==> src/rtl/tcgr_pkg.sv <==
// Shared types, constants and the color palette of the text cell glyph rasterizer.
package tcgr_pkg;

   localparam int GLYPH_HEIGHT_DEF = 16;
   localparam int PIXEL_BYTES      = 4;
   localparam int STORE_AW         = 12;
   localparam int STORE_DEPTH      = 1 << STORE_AW;
   localparam int Y0_W             = 12;   // text row * glyph height, at most 255 * 16
   localparam int CSR_IDX_W        = 2;
   localparam int CSR_DATA_W       = 32;

   localparam logic OP_DRAW       = 1'b0;
   localparam logic OP_FONT_WRITE = 1'b1;

   localparam logic [CSR_IDX_W-1:0] CSR_DRAW_ENABLE = 2'd0;
   localparam logic [CSR_IDX_W-1:0] CSR_LINE_PITCH  = 2'd1;
   localparam logic [CSR_IDX_W-1:0] CSR_FRAME_BASE  = 2'd2;

   typedef enum logic [2:0] {
      CMD_HOLD      = 3'd0,
      CMD_MUL       = 3'd1,
      CMD_ADD_COL   = 3'd2,
      CMD_ADD_BASE  = 3'd3,
      CMD_NEXT_PAIR = 3'd4,
      CMD_NEXT_ROW  = 3'd5
   } addr_cmd_type;

   typedef struct packed {
      addr_cmd_type    cmd;
      logic [Y0_W-1:0] y0;
      logic [8:0]      col;
   } addr_ctl_type;

   function automatic logic [31:0] palette_argb(input logic [3:0] idx);
      logic [31:0] c;
      case (idx)
         4'd0:    c = 32'hFF000000;
         4'd1:    c = 32'hFF0000AA;
         4'd2:    c = 32'hFF00AA00;
         4'd3:    c = 32'hFF00AAAA;
         4'd4:    c = 32'hFFAA0000;
         4'd5:    c = 32'hFFAA00AA;
         4'd6:    c = 32'hFFAA5500;
         4'd7:    c = 32'hFFAAAAAA;
         4'd8:    c = 32'hFF555555;
         4'd9:    c = 32'hFF5555FF;
         4'd10:   c = 32'hFF55FF55;
         4'd11:   c = 32'hFF55FFFF;
         4'd12:   c = 32'hFFFF5555;
         4'd13:   c = 32'hFFFF55FF;
         4'd14:   c = 32'hFFFFFF00;
         4'd15:   c = 32'hFFFFFFFF;
         default: c = 32'hFF000000;
      endcase
      return c;
   endfunction

endpackage

==> src/rtl/tcgr_addr_unit.sv <==
// Shared address unit: one multiplier and one 32-bit adder stepped by the sequencer.
module tcgr_addr_unit (
   input  logic                   clock,
   input  tcgr_pkg::addr_ctl_type ctl,
   input  logic [15:0]            line_pitch,
   input  logic [31:0]            frame_base,
   output logic [31:0]            addr
);
   import tcgr_pkg::*;

   logic [31:0] acc_ff, acc_in;
   logic [31:0] line_ff, line_in;
   logic [31:0] opa, opb, sum;
   logic [27:0] prod;

   assign prod = 28'(ctl.y0) * 28'(line_pitch);
   assign sum  = opa + opb;

   always_comb begin
      opa     = acc_ff;
      opb     = '0;
      acc_in  = acc_ff;
      line_in = line_ff;
      case (ctl.cmd)
         CMD_MUL: begin
            acc_in = 32'(prod);
         end
         CMD_ADD_COL: begin
            opb    = 32'({ctl.col, 5'b0});   // column * 8 pixels * 4 bytes
            acc_in = sum;
         end
         CMD_ADD_BASE: begin
            opb     = frame_base;
            acc_in  = sum;
            line_in = sum;
         end
         CMD_NEXT_PAIR: begin
            opb    = 32'(2 * PIXEL_BYTES);
            acc_in = sum;
         end
         CMD_NEXT_ROW: begin
            opa     = line_ff;
            opb     = 32'(line_pitch);
            acc_in  = sum;
            line_in = sum;
         end
         default: begin
            acc_in = acc_ff;
         end
      endcase
   end

   always_ff @(posedge clock) begin
      acc_ff  <= acc_in;
      line_ff <= line_in;
   end

   assign addr = acc_ff;

endmodule

==> config.mk <==
export PLATFORM = sky130hd
export DESIGN_NAME = tcgr_addr_unit
export DESIGN_NICKNAME = d
export VERILOG_FILES = /design/src/rtl/tcgr_pkg.sv /design/src/rtl/tcgr_addr_unit.sv
export SDC_FILE = /design/constraint.sdc
export NUM_CORES = 1
export LEC_CHECK = 0
export BUFFER_PORTS_ARGS = -buffer_cell sky130_fd_sc_hd__buf_2
export CAP_MARGIN = 20
export CORE_MARGIN = 8
export CORE_UTILIZATION = 62
export CTS_CLUSTER_SIZE = 40
export DETAILED_ROUTE_END_ITERATION = 6
export PLACE_DENSITY = 0.92
export SLEW_MARGIN = 20
export SYNTH_ARGS = -nofsm -noshare
export SYNTH_HDL_FRONTEND = slang
export SYNTH_SLANG_ARGS = --single-unit
==> constraint.sdc <==
create_clock -name clock -period 8.5 [get_ports clock]
set_clock_uncertainty 0.15 [all_clocks]
set_input_delay 1.7 -clock clock [delete_from_list [all_inputs] [get_ports clock]]
set_output_delay 1.7 -clock clock [all_outputs]
set_load 0.005 [all_outputs]
* Word level (Yosys, flattened, before mapping)
Index checks and enable logic that the tools add are counted.
Storage, ports and cells: flip-flop bits (word level) 64, logic and storage cells 15, input port bits 73
Operators by class: mux-type cells 3, add/subtract/negate cells 1, reduce and logical (&&, ||, !) cells 3, multiply operators 1, equal/unequal tests 5
Operator list (count):
- one-hot mux 32 bit (4 select lines) | 1
- one-hot mux 32 bit (2 select lines) | 1
- adder 32 bit | 1
- two-way mux 32 bit | 1
- multiplier 12 x 16 -> 28 bit | 1
- == test 3 x 2 -> 1 bit (second input constant) | 2
- == test 3 bit (second input constant) | 2
- OR reduction 4 bit | 1
- == test 3 x 1 -> 1 bit (second input constant) | 1
- nonzero test 2 bit | 1
- OR reduction 2 bit | 1

* Longest topological paths before layout
Gate-level depths: netlist of the first run.
word-level depth 4, gate-level depth with buffers 22, mapped depth without buffers 21

* Least setup slack after synthesis of the first run
Ideal clock, no wire load.
kind input-to-reg, start point input ctl[14] (netlist bit), end point register acc_ff[25] (netlist: addr[25]), data pin, cell stages on the path 19, setup slack 1383 ps, arrival time 6708 ps, library setup time 260 ps, data required time 8090 ps, cell sequence clkbuf_1 nand2_1 fa_1 fa_1 fa_1 inv_1 fa_1 inv_1 fa_1 inv_1 ha_1 a21o_1 o2111ai_1 nand2_1 a211o_1 a41oi_4 o211ai_2 xor2_1 mux2_2
Between the ends: word-level cells in the longest chain between the ends 2
Ends and longest elaborated chain:
- from (decl) | line tcgr_addr_unit.sv:4 | input tcgr_pkg::addr_ctl_type ctl,
- multiplier 12 x 16 -> 28 bit | line tcgr_addr_unit.sv:16 | assign prod = 28'(ctl.y0) * 28'(line_pitch);
- one-hot mux 32 bit (2 select lines) | line tcgr_addr_unit.sv:24 | case (ctl.cmd)
- via acc_in[25] | line tcgr_addr_unit.sv:11 | logic [31:0] acc_ff, acc_in;
- to (signal assigned) | line tcgr_addr_unit.sv:54 | acc_ff <= acc_in;
- to (decl) | line tcgr_addr_unit.sv:11
The timed path passes the listed nets, and every way through them passes these cells. A chain may end at the register's enable or synchronous reset.

* Worst setup path after layout of the first run
start point input ctl[17] (netlist bit), end point register acc_ff[24] (netlist: addr[24]), data pin
Same word-level chain as after synthesis.

==> results of run 1 <==
[sequential cells by signal, indices dropped and copies added (netlist names)]
signal and count:
addr 32, line_ff 32
[worst max-delay path: cells and delay by family]
family	cells	cell delay [ns]
adder cells (fa/ha/maj)	6	2.93
buffers and inverters	5	0.43
AO/OA/AOI/OAI	5	1.34
multiplexers	1	0.27
AND/OR/NAND/NOR	2	0.33
XOR/XNOR	1	0.12
[how the worst min path moves through the flow]
stage	start	endpoint	slack (ns)	depth (start not counted)
2_1_floorplan	line_ff[0]	line_ff[0]	0.47	3
3_3_place_gp	line_ff[0]	line_ff[0]	0.49	3
3_5_place_dp	line_ff[0]	line_ff[0]	0.50	3
4_1_cts	line_ff[0]	line_ff[0]	0.64	3
5_1_grt	line_ff[0]	line_ff[0]	0.68	3
6_report	line_ff[0]	line_ff[0]	0.64	3
[report_power, final]
part | leakage [uW] | switching [uW] | internal [uW]
clock | 0.000140 | 136 | 225
sequential | 0.000630 | 55.8 | 540
combinational | 0.00520 | 1740 | 1190
[cell usage after synthesis (7+ instances only)]
master | n | area, um2
a21o_1 | 29 | 218
a21oi_1 | 32 | 160
a22o_1 | 24 | 210
a31oi_1 | 9 | 56.3
and2_1 | 72 | 450
and3_1 | 18 | 113
clkbuf_1 | 53 | 199
edfxtp_1 | 64 | 1920
fa_1 | 141 | 2820
ha_1 | 97 | 1210
inv_1 | 189 | 709
nand2_1 | 273 | 1020
nand4_1 | 10 | 62.6
nor2_1 | 26 | 97.6
nor2b_1 | 7 | 43.8
o21ai_0 | 31 | 155
o21ai_1 | 7 | 35.0
xnor2_1 | 34 | 298
xor2_1 | 18 | 158
[final cells by class]
class / instances / area [um2]
inverter: 189 / 709
sequential: 64 / 1920
multi-input combinational: 909 / 7830
clock inverter: 6 / 60.1
fill: 1229 / 5440
clock buffer: 10 / 229
timing repair buffer: 110 / 586
tap: 225 / 282
[kinds of logic (layout without fill, tap and decap cells)]
logic type | Yosys count | count (layout) | synth area share (%)
buf+inv | 244 | 315 | 8.60
simple gates | 430 | 430 | 18.2
compound gates | 182 | 182 | 12.3
xor+xnor | 52 | 52 | 4.28
mux | 7 | 7 | 0.717
flops | 64 | 64 | 18.0
fa+ha+maj | 238 | 238 | 37.9
[through the flow]
step                power [uW]  cells  worst slack, ns  hold WS [ns]
floorplan                 2700   1217             1.38         0.465
global placement          3290   1496             1.17         0.487
detailed placement        3420   1496             1.04         0.501
CTS                       3800   1512             1.39         0.639
global route              4230   1513             1.10         0.681
finish                    3890   1513             1.33         0.644
[per-layer routing]
metal | track usage, % | up-vias | share of wire, % | routed length (um)
li1 | - | 4060 | - | -
met1 | 32.3 | 4353 | 37 | 10800
met2 | 46.4 | 514 | 49 | 14300
met3 | 5.26 | 110 | 9.0 | 2640
met4 | 14.1 | 2 | 4.9 | 1420
met5 | 0 | - | 0.038 | 11
==> impl_metrics.toml, run 1 <==
[floorplan]
start_util_pct = 62.4
die_area_um2 = 21600
fp.dieH_um = 147
ioPinCount = 105
coreArea_um2 = 17100
rows = 48
die_w_um = 147

[logic_synthesis]
ys_seq_elements = 64
yosysUniqueCellTypes = 57
ys.flop_type = "edfxtp_1"
synth_enable_flop_cells = 64
yosysWarnings = 0
synthArstFlopShare_pct = 0
syn_avg_cell_area_um2 = 8.75
synthCells = 1217
ys_seq_area_share_pct = 18.0
synth_nets = 1528
syn_area_um2 = 10700

[grt]
grt_max_degree = 44
grt_antenna_before_repair = 1
grt_util_all_layers_pct = 27.3
grt_pass1_wl_mm = 47.3
grt_overflow_total = 0
grt_pass1_vias = 9545

[clock_network]
cts_setup_buffers = 0
numClockSinks = 64
cts_buffer_depth = 2
path_clk_slew_ns = 0.06
cts_tree = "built"
cts_htree_levels = 3
clockRootBuffer = "clkbuf_16"
numCtsBuffers = 9
postCtsHoldBufs = 0
clk_latency_ns = 0.34
cts_resized = 0

[critical_path]
path_common_cell = "fa_1"
cpPeakStageDelay_ns = 0.55
crit_slowest_cell = "fa_1"
required_ns = 8.44
worstSetupPathType = "in2reg"
reg2reg_depth = 12
reg2reg_to = "addr[25]"
crit_arrival_ns = 7.11
cp_max_fo = 16
start_kind = "primary input"
r2r_setup_slack_ns = 4.95
cp_cell_sequence = "buf_2, and2_1, fa_1, inv_1, fa_1, inv_1, fa_1, fa_1, inv_1, fa_1, inv_1, ha_1, a211oi_1, nor2_1, o31ai_1, a31oi_1, a311oi_2, o2bb2ai_1, xnor2_1, mux2_2"
endpoint = "addr[24]"
cp-startpoint = "ctl[17]"
r2r_start = "addr[1]"
cp-end-kind = "flip-flop"

[sta]
period_needed_ns = 7.17
max_freq_mhz = 139
slew-limit-headroom_pct = 45.4
hold_viol = 0
setup_viol = 0
rsz0062_at_grt = "false"
fin_crit_sh_pct = 84.4
fin_setup_tns_ns = 0
slew_violations = 0
worstMarginPinSlew_ns = 0.818

[cells_and_area]
final_area_um2 = 11600
finalCoreUtilization_pct = 68.1
diodes = 0
area_growth_pct = 9.05
mostFrequentLayoutCell = "nand2_1"
nets = 1594
most-common-layout-cells = "273 x nand2_1, 189 x inv_1, 141 x fa_1"
drive_gt1_share_pct = 11.3

[min_path]
hp-class = "reg2reg"

[detailed_routing]
dr.pass1.iters = 6
wirelength_mm = 29.2
postRouteAntennaNets = 0
first_iter_violations = 818
drc = 0
wire_per_inst_um = 19.3
avgViaCountPerCell = 5.97
vias = 9039

[status]
status = "complete, no violations"

[power]
p_per_area_nw_per_um2 = 335
peakVddDrop_v = 0.000278
p_leak_uw = 0.00597

[place]
place_congestion = 0.972
place.detailed.hpwl_mm = 22.5
io_buffers = 104
place_area_um2 = 11300

[flow_run]
cap_violations = 0
No activity file was read; power rests on OpenSTA's default activity.
==> inputs of run 2 (changes only) <==
Settings changed: ABC_AREA set to 1, CORE_UTILIZATION 62 to 57, PLACE_DENSITY 0.92 to 0.89.
Clock period 8.5 ns to 6.1 ns, I/O delays scaled along.
==> run 2 against run 1 <==
  * Synthesized cell count grew 49%
  * Clock power grew 43%
  * Critical endpoint is now addr[14]
  * Sequential cell count is the same
  * Wire length grew 24%
  * Count of clock-buffer cells in the layout shrank 1
==> impl_metrics.toml, run 2 <==
[status]
status = "complete, no violations"

[power]
p_int_uw = 2740
power.switching_uw = 3420
clkPwrFrac_pct = 8.4
seq_power_share_pct = 13.5
combinationalPowerShare_pct = 78.1
p_per_area_nw_per_um2 = 457
p_leak_uw = 0.00809
switching_share_pct = 55.5
power.total_uw = 6160
peakVddDrop_v = 0.000418

[sta]
period_needed_ns = 5.90
setup_viol = 0
fin_setup_tns_ns = 0
max_freq_mhz = 170
hold_viol = 0
slew_violations = 0
slew-limit-headroom_pct = 40.9
fin_crit_sh_pct = 96.7
worstMarginPinSlew_ns = 0.883

[critical_path]
r2r_setup_slack_ns = 3.32
cp-end-kind = "flip-flop"
cp_cell_sequence = "buf_2, nand2_1, fa_1, fa_1, inv_1, fa_1, fa_1, inv_1, fa_1, inv_1, ha_1, a21oi_1, nand2_1, nand3b_1, or2_2, nand3_1, nand2_1"
required_ns = 6.04
worstSetupPathType = "in2reg"
reg2reg_depth = 17
cpPeakStageDelay_ns = 0.54
cp_max_fo = 13
reg2reg_to = "addr[28]"
path_common_cell = "fa_1"
crit_slowest_cell = "fa_1"
r2r_start = "addr[0]"
crit_arrival_ns = 5.83
start_kind = "primary input"

[min_path]
min_path_cells = 3
hp-class = "reg2reg"
whs_endpoint = "line_ff[0]"
hold_path.startpoint = "line_ff[0]"

[clock_network]
numClockSinks = 64
path_clk_slew_ns = 0.06
clockRootBuffer = "clkbuf_16"
numCtsBuffers = 9
cts_htree_levels = 3
clk_latency_ns = 0.34
cts_tree = "built"
cts_buffer_depth = 2
cts_setup_buffers = 0

[logic_synthesis]
synth_enable_flop_cells = 64
ys.flop_type = "edfxtp_1"
ys_top_cells_by_count = "696 x nand2_1, 438 x inv_1, 141 x fa_1"
yosysUniqueCellTypes = 38
synth_top_area_share_pct = 23.0
synth_nets = 2130
ys_seq_area_share_pct = 15.7
syn_avg_cell_area_um2 = 6.74
yosysMostFrequentCell = "nand2_1"
synth_top_cell_by_area = "fa_1"
syn_area_um2 = 12300
synth_area_leaders = "fa_1 23%, nand2_1 21%, edfxtp_1 16%"
ys_seq_elements = 64
yosysWarnings = 0
synthArstFlopShare_pct = 0
synthCells = 1819

[detailed_routing]
first_iter_violations = 1014
drc = 0
avgViaCountPerCell = 5.31
wire_per_inst_um = 16.4
postRouteAntennaNets = 0
dr.pass1.iters = 6
vias = 11600
wirelength_mm = 36.1

[floorplan]
fp.dieH_um = 163
rows = 53
start_util_pct = 58.2
die_w_um = 163
die_area_um2 = 26500
coreArea_um2 = 21100
ioPinCount = 105

[place]
io_buffers = 104
place.detailed.hpwl_mm = 30.2
place_congestion = 0.987

[cells_and_area]
nets = 2225
most-common-layout-cells = "695 x nand2_1, 438 x inv_1, 141 x fa_1"
area_growth_pct = 10.0
multi_input_area_um2 = 8480
diodes = 0
nFillCells = 1870
mostFrequentLayoutCell = "nand2_1"
drive_gt1_share_pct = 10.3
seqCellArea_um2 = 1920

[grt]
grt_pass1_vias = 12000
grt_pass1_wl_mm = 59.4
grt_overflow_total = 0
grt_util_all_layers_pct = 28.0
grt_antenna_before_repair = 0
grt_max_degree = 36

[flow_run]
cap_violations = 0
[run 2: area by class of cell]
| class | instances | area share (%) |
|---|---|---|
| clock buffers | 9 | 1.67 |
| multi-input cells | 1256 | 62.8 |
| flip-flops and latches | 64 | 14.2 |
| inverters | 444 | 12.4 |
| well taps | 275 | 2.55 |
| repair buffers | 139 | 5.84 |
| clock inverters | 7 | 0.529 |
[run 2: how the worst max path moves through the flow]
stage,cells after the start,endpoint,startpoint
after floorplan,20,addr[14],ctl[20]
after global placement,20,addr[22],line_pitch[6]
after detailed placement,20,addr[22],line_pitch[6]
after CTS,20,addr[22],line_pitch[6]
after global routing,20,addr[27],line_pitch[8]
final,17,addr[14],ctl[14]
[run 2: critical path, delay by kind of cell]
| kind | cells | cell delay (ns) |
|---|---|---|
| adders and majority gates | 6 | 2.91 |
| AOI/OAI and AO/OA | 1 | 0.26 |
| buffers and inverters | 4 | 0.41 |
| and+or+nand+nor | 6 | 1.04 |
[run 2: metal layers]
metal  vias up  share of wire [%]  wire (um)  track usage, %
li1       5559                  -          -               -
met1      5394                 40      14400            35.5
met2       590                 47      16900            46.7
met3       106                8.8       3160            4.15
met4         0                4.6       1650            12.6
met5         -                  0          0               0
[run 2: power groups by stage]
stage	Clock [uW]	Combinational (uW)	Sequential [uW]
global placement	0	4630	833
CTS	518	4740	828
floorplan	0	3460	798
finish	516	4810	832
global route	535	5530	834
detailed placement	0	4700	835
[run 2: cells by family after synthesis]
family	count (synthesis)	share of synthesized area, %
simple gates	920	30.7
buf+inv	499	15.3
fa+ha+maj	238	32.9
compound gates	73	3.35
flops	64	15.7
xor+xnor	24	1.96
mux	1	0.0918
[run 2: timing repair]
| action | 4_1_cts | 5_1_grt |
|---|---|---|
| hold buffers | 0 | 0 |
| endpoints found under the hold margin | 0 | 0 |
| gates resized for setup | 0 | 4 |
| setup endpoints to repair | 0 | 4 |
[run 2: per-stage QoR]
| step | setup slack (ns) | hold WS (ns) | area (um2) | instances | utilization (%) |
|---|---|---|---|---|---|
| finish | 0.204 | 0.535 | 13500 | 2194 | 64.0 |
| global route | -0.00240 | 0.570 | 13500 | 2194 | 64.0 |
| CTS | 0.186 | 0.536 | 13500 | 2194 | 63.9 |
| floorplan | 0.0422 | 0.469 | 12300 | 1819 | - |
| detailed placement | -0.157 | 0.520 | 13200 | 2178 | 62.5 |
| global placement | -0.0942 | 0.485 | 13200 | 2178 | 62.5 |
==> inputs of run 3 (changes only) <==
Settings changed: REMOVE_ABC_BUFFERS set to 1.
Clock period 6.1 ns to 4.9 ns, I/O delays scaled along.
==> run 3 against run 2 <==
  * Critical path depth is 4 higher
  * Largest cell class unchanged
  * Final cell count is 4.8% higher
  * Critical endpoint is now addr[25]
  * Via count is 8.0% higher
  * Final area is 17% higher
  * Non-clock buffer count is 106 higher
  * Register-to-register slack worse by 1.1 ns
  * First-iteration DRC count is 5.2% lower
  * The flow now finishes with violations (negative setup slack)
==> impl_metrics.toml, run 3 (synthesis results as in run 2) <==
[status]
status = "finished with violations"
violations = "negative setup slack"

[grt]
grt_pass1_wl_mm = 63.1
grt_pass1_vias = 13000
grt_util_all_layers_pct = 29.8
grt_overflow_total = 0
grt_max_degree = 35
grt_antenna_before_repair = 0

[critical_path]
cp-startpoint = "line_pitch[5]"
r2r_start = "addr[0]"
required_ns = 4.84
cp-end-kind = "flip-flop"
crit_arrival_ns = 5.18
cp_max_fo = 7
worstSetupPathType = "in2reg"
start_kind = "primary input"
reg2reg_depth = 17

[power]
p_leak_uw = 0.00896
p_int_uw = 5710
clkPwrFrac_pct = 5.2
power.switching_uw = 6700
switching_share_pct = 54.0
seq_power_share_pct = 8.3
p_per_area_nw_per_um2 = 788
power.total_uw = 12400
combinationalPowerShare_pct = 86.5
peakVddDrop_v = 0.000789

[floorplan]
fp.dieH_um = 163
coreArea_um2 = 21100
start_util_pct = 58.2
die_w_um = 163
ioPinCount = 105
die_area_um2 = 26500
rows = 53

[detailed_routing]
postRouteAntennaNets = 0
avgViaCountPerCell = 5.47
drc = 0
vias = 12600
wire_per_inst_um = 17.9
first_iter_violations = 961
dr.pass1.iters = 5
wirelength_mm = 41.2

[clock_network]
clk_latency_ns = 0.34
cts_tree = "built"
numCtsBuffers = 9
path_clk_slew_ns = 0.06
cts_htree_levels = 3
cts_buffer_depth = 2
clockRootBuffer = "clkbuf_16"
numClockSinks = 64

[sta]
rsz0062_at_grt = "true"
slew_violations = 0
max_freq_mhz = 191
fin_setup_tns_ns = -4.22
setup_viol = 19
period_needed_ns = 5.24
fin_crit_sh_pct = 107
setup_ws_ns = -0.341
hold_viol = 0
slew-limit-headroom_pct = 67.1
worstMarginPinSlew_ns = 0.494

[cells_and_area]
diodes = 0
nFillCells = 1541
seqCellArea_um2 = 1920
mostFrequentLayoutCell = "nand2_1"
nets = 2331
multi_input_area_um2 = 9520
area_growth_pct = 28.4
most-common-layout-cells = "610 x nand2_1, 388 x inv_1, 135 x fa_1"
drive_gt1_share_pct = 25.9

[place]
place.detailed.hpwl_mm = 30.4
io_buffers = 104
place_congestion = 0.962

[min_path]
min_path_cells = 3
hp-class = "reg2reg"
hold_path.startpoint = "line_ff[0]"

[flow_run]
cap_violations = 0
[run 3: changes by cell type in the layout (fill, tap and decap cells not counted), moves of 18 or more]
cell,change
inv_2,+47
ha_4,+19
nand2_2,+52
nand2_4,+31
nor2_1,-18
buf_6,+31
ha_1,-20
inv_1,-50
nand3_1,-18
nand2_1,-85
buf_4,+74
[run 3: layout make-up]
class | count | area share [%]
Clock inverter | 6 | 0.445
Clock buffer | 10 | 1.45
Tap cell | 275 | 2.19
Timing Repair Buffer | 245 | 12.6
Sequential cell | 64 | 12.2
Inverter | 444 | 10.6
Multi-Input combinational cell | 1256 | 60.5
[run 3: worst max-delay path, cell delays in order]
cell and delay, ns:
buf_12 0.12, buf_4 0.14, nand2_1 0.05, inv_1 0.05, fa_1 0.49, fa_1 0.53
fa_1 0.51, fa_1 0.51, inv_1 0.05, fa_1 0.49, inv_2 0.05, ha_4 0.32
nand2_8 0.09, nor2_4 0.17, nand2_1 0.10, nor2_1 0.13, nand2_1 0.11, nand3_1 0.10
nand2_1 0.06, nand3_2 0.07, nand2_1 0.06
[run 3: worst paths after layout]
| path | slack (ns) | endpoint |
|---|---|---|
| min | 0.53 | line_ff[0] |
| max reg2reg | 2.21 | addr[28] |
| max | -0.34 | addr[25] |
| min reg2reg | 0.53 | line_ff[0] |
[run 3: metrics by stage]
step                      area [um2]  std cells  worst slack (ns)  util, %  hold slack, ns
after floorplan                12100       1764            -0.417        -           0.469
after global placement         13800       2255             -1.01     65.3           0.494
after detailed placement       13800       2255             -1.08     65.3           0.513
after CTS                      15300       2293            -0.240     72.5           0.525
after global routing           15700       2300            -0.504     74.7           0.574
final                          15700       2300            -0.341     74.7           0.529
[run 3: routing by layer]
layer | global-route usage [%] | wire [um]
met2 | 54.7 | 20800
met1 | 33.4 | 14900
met4 | 14.6 | 2440
met5 | 0 | 0
met3 | 3.84 | 3050
[run 3: power by group through the flow]
stage / Clock (uW) / Sequential (uW) / Combinational (uW)
2_1_floorplan: 0 / 992 / 4270
3_3_place_gp: 0 / 1030 / 6590
3_5_place_dp: 0 / 1030 / 6760
4_1_cts: 645 / 1020 / 9310
5_1_grt: 669 / 1040 / 11500
6_report: 644 / 1030 / 10700
[run 3: timing repair]
action	CTS	global route
gates cloned	1	2
buffers inserted	22	5
pin swaps	132	65
resized for setup	282	106
hold buffers	0	0
endpoints found under the setup margin	21	21
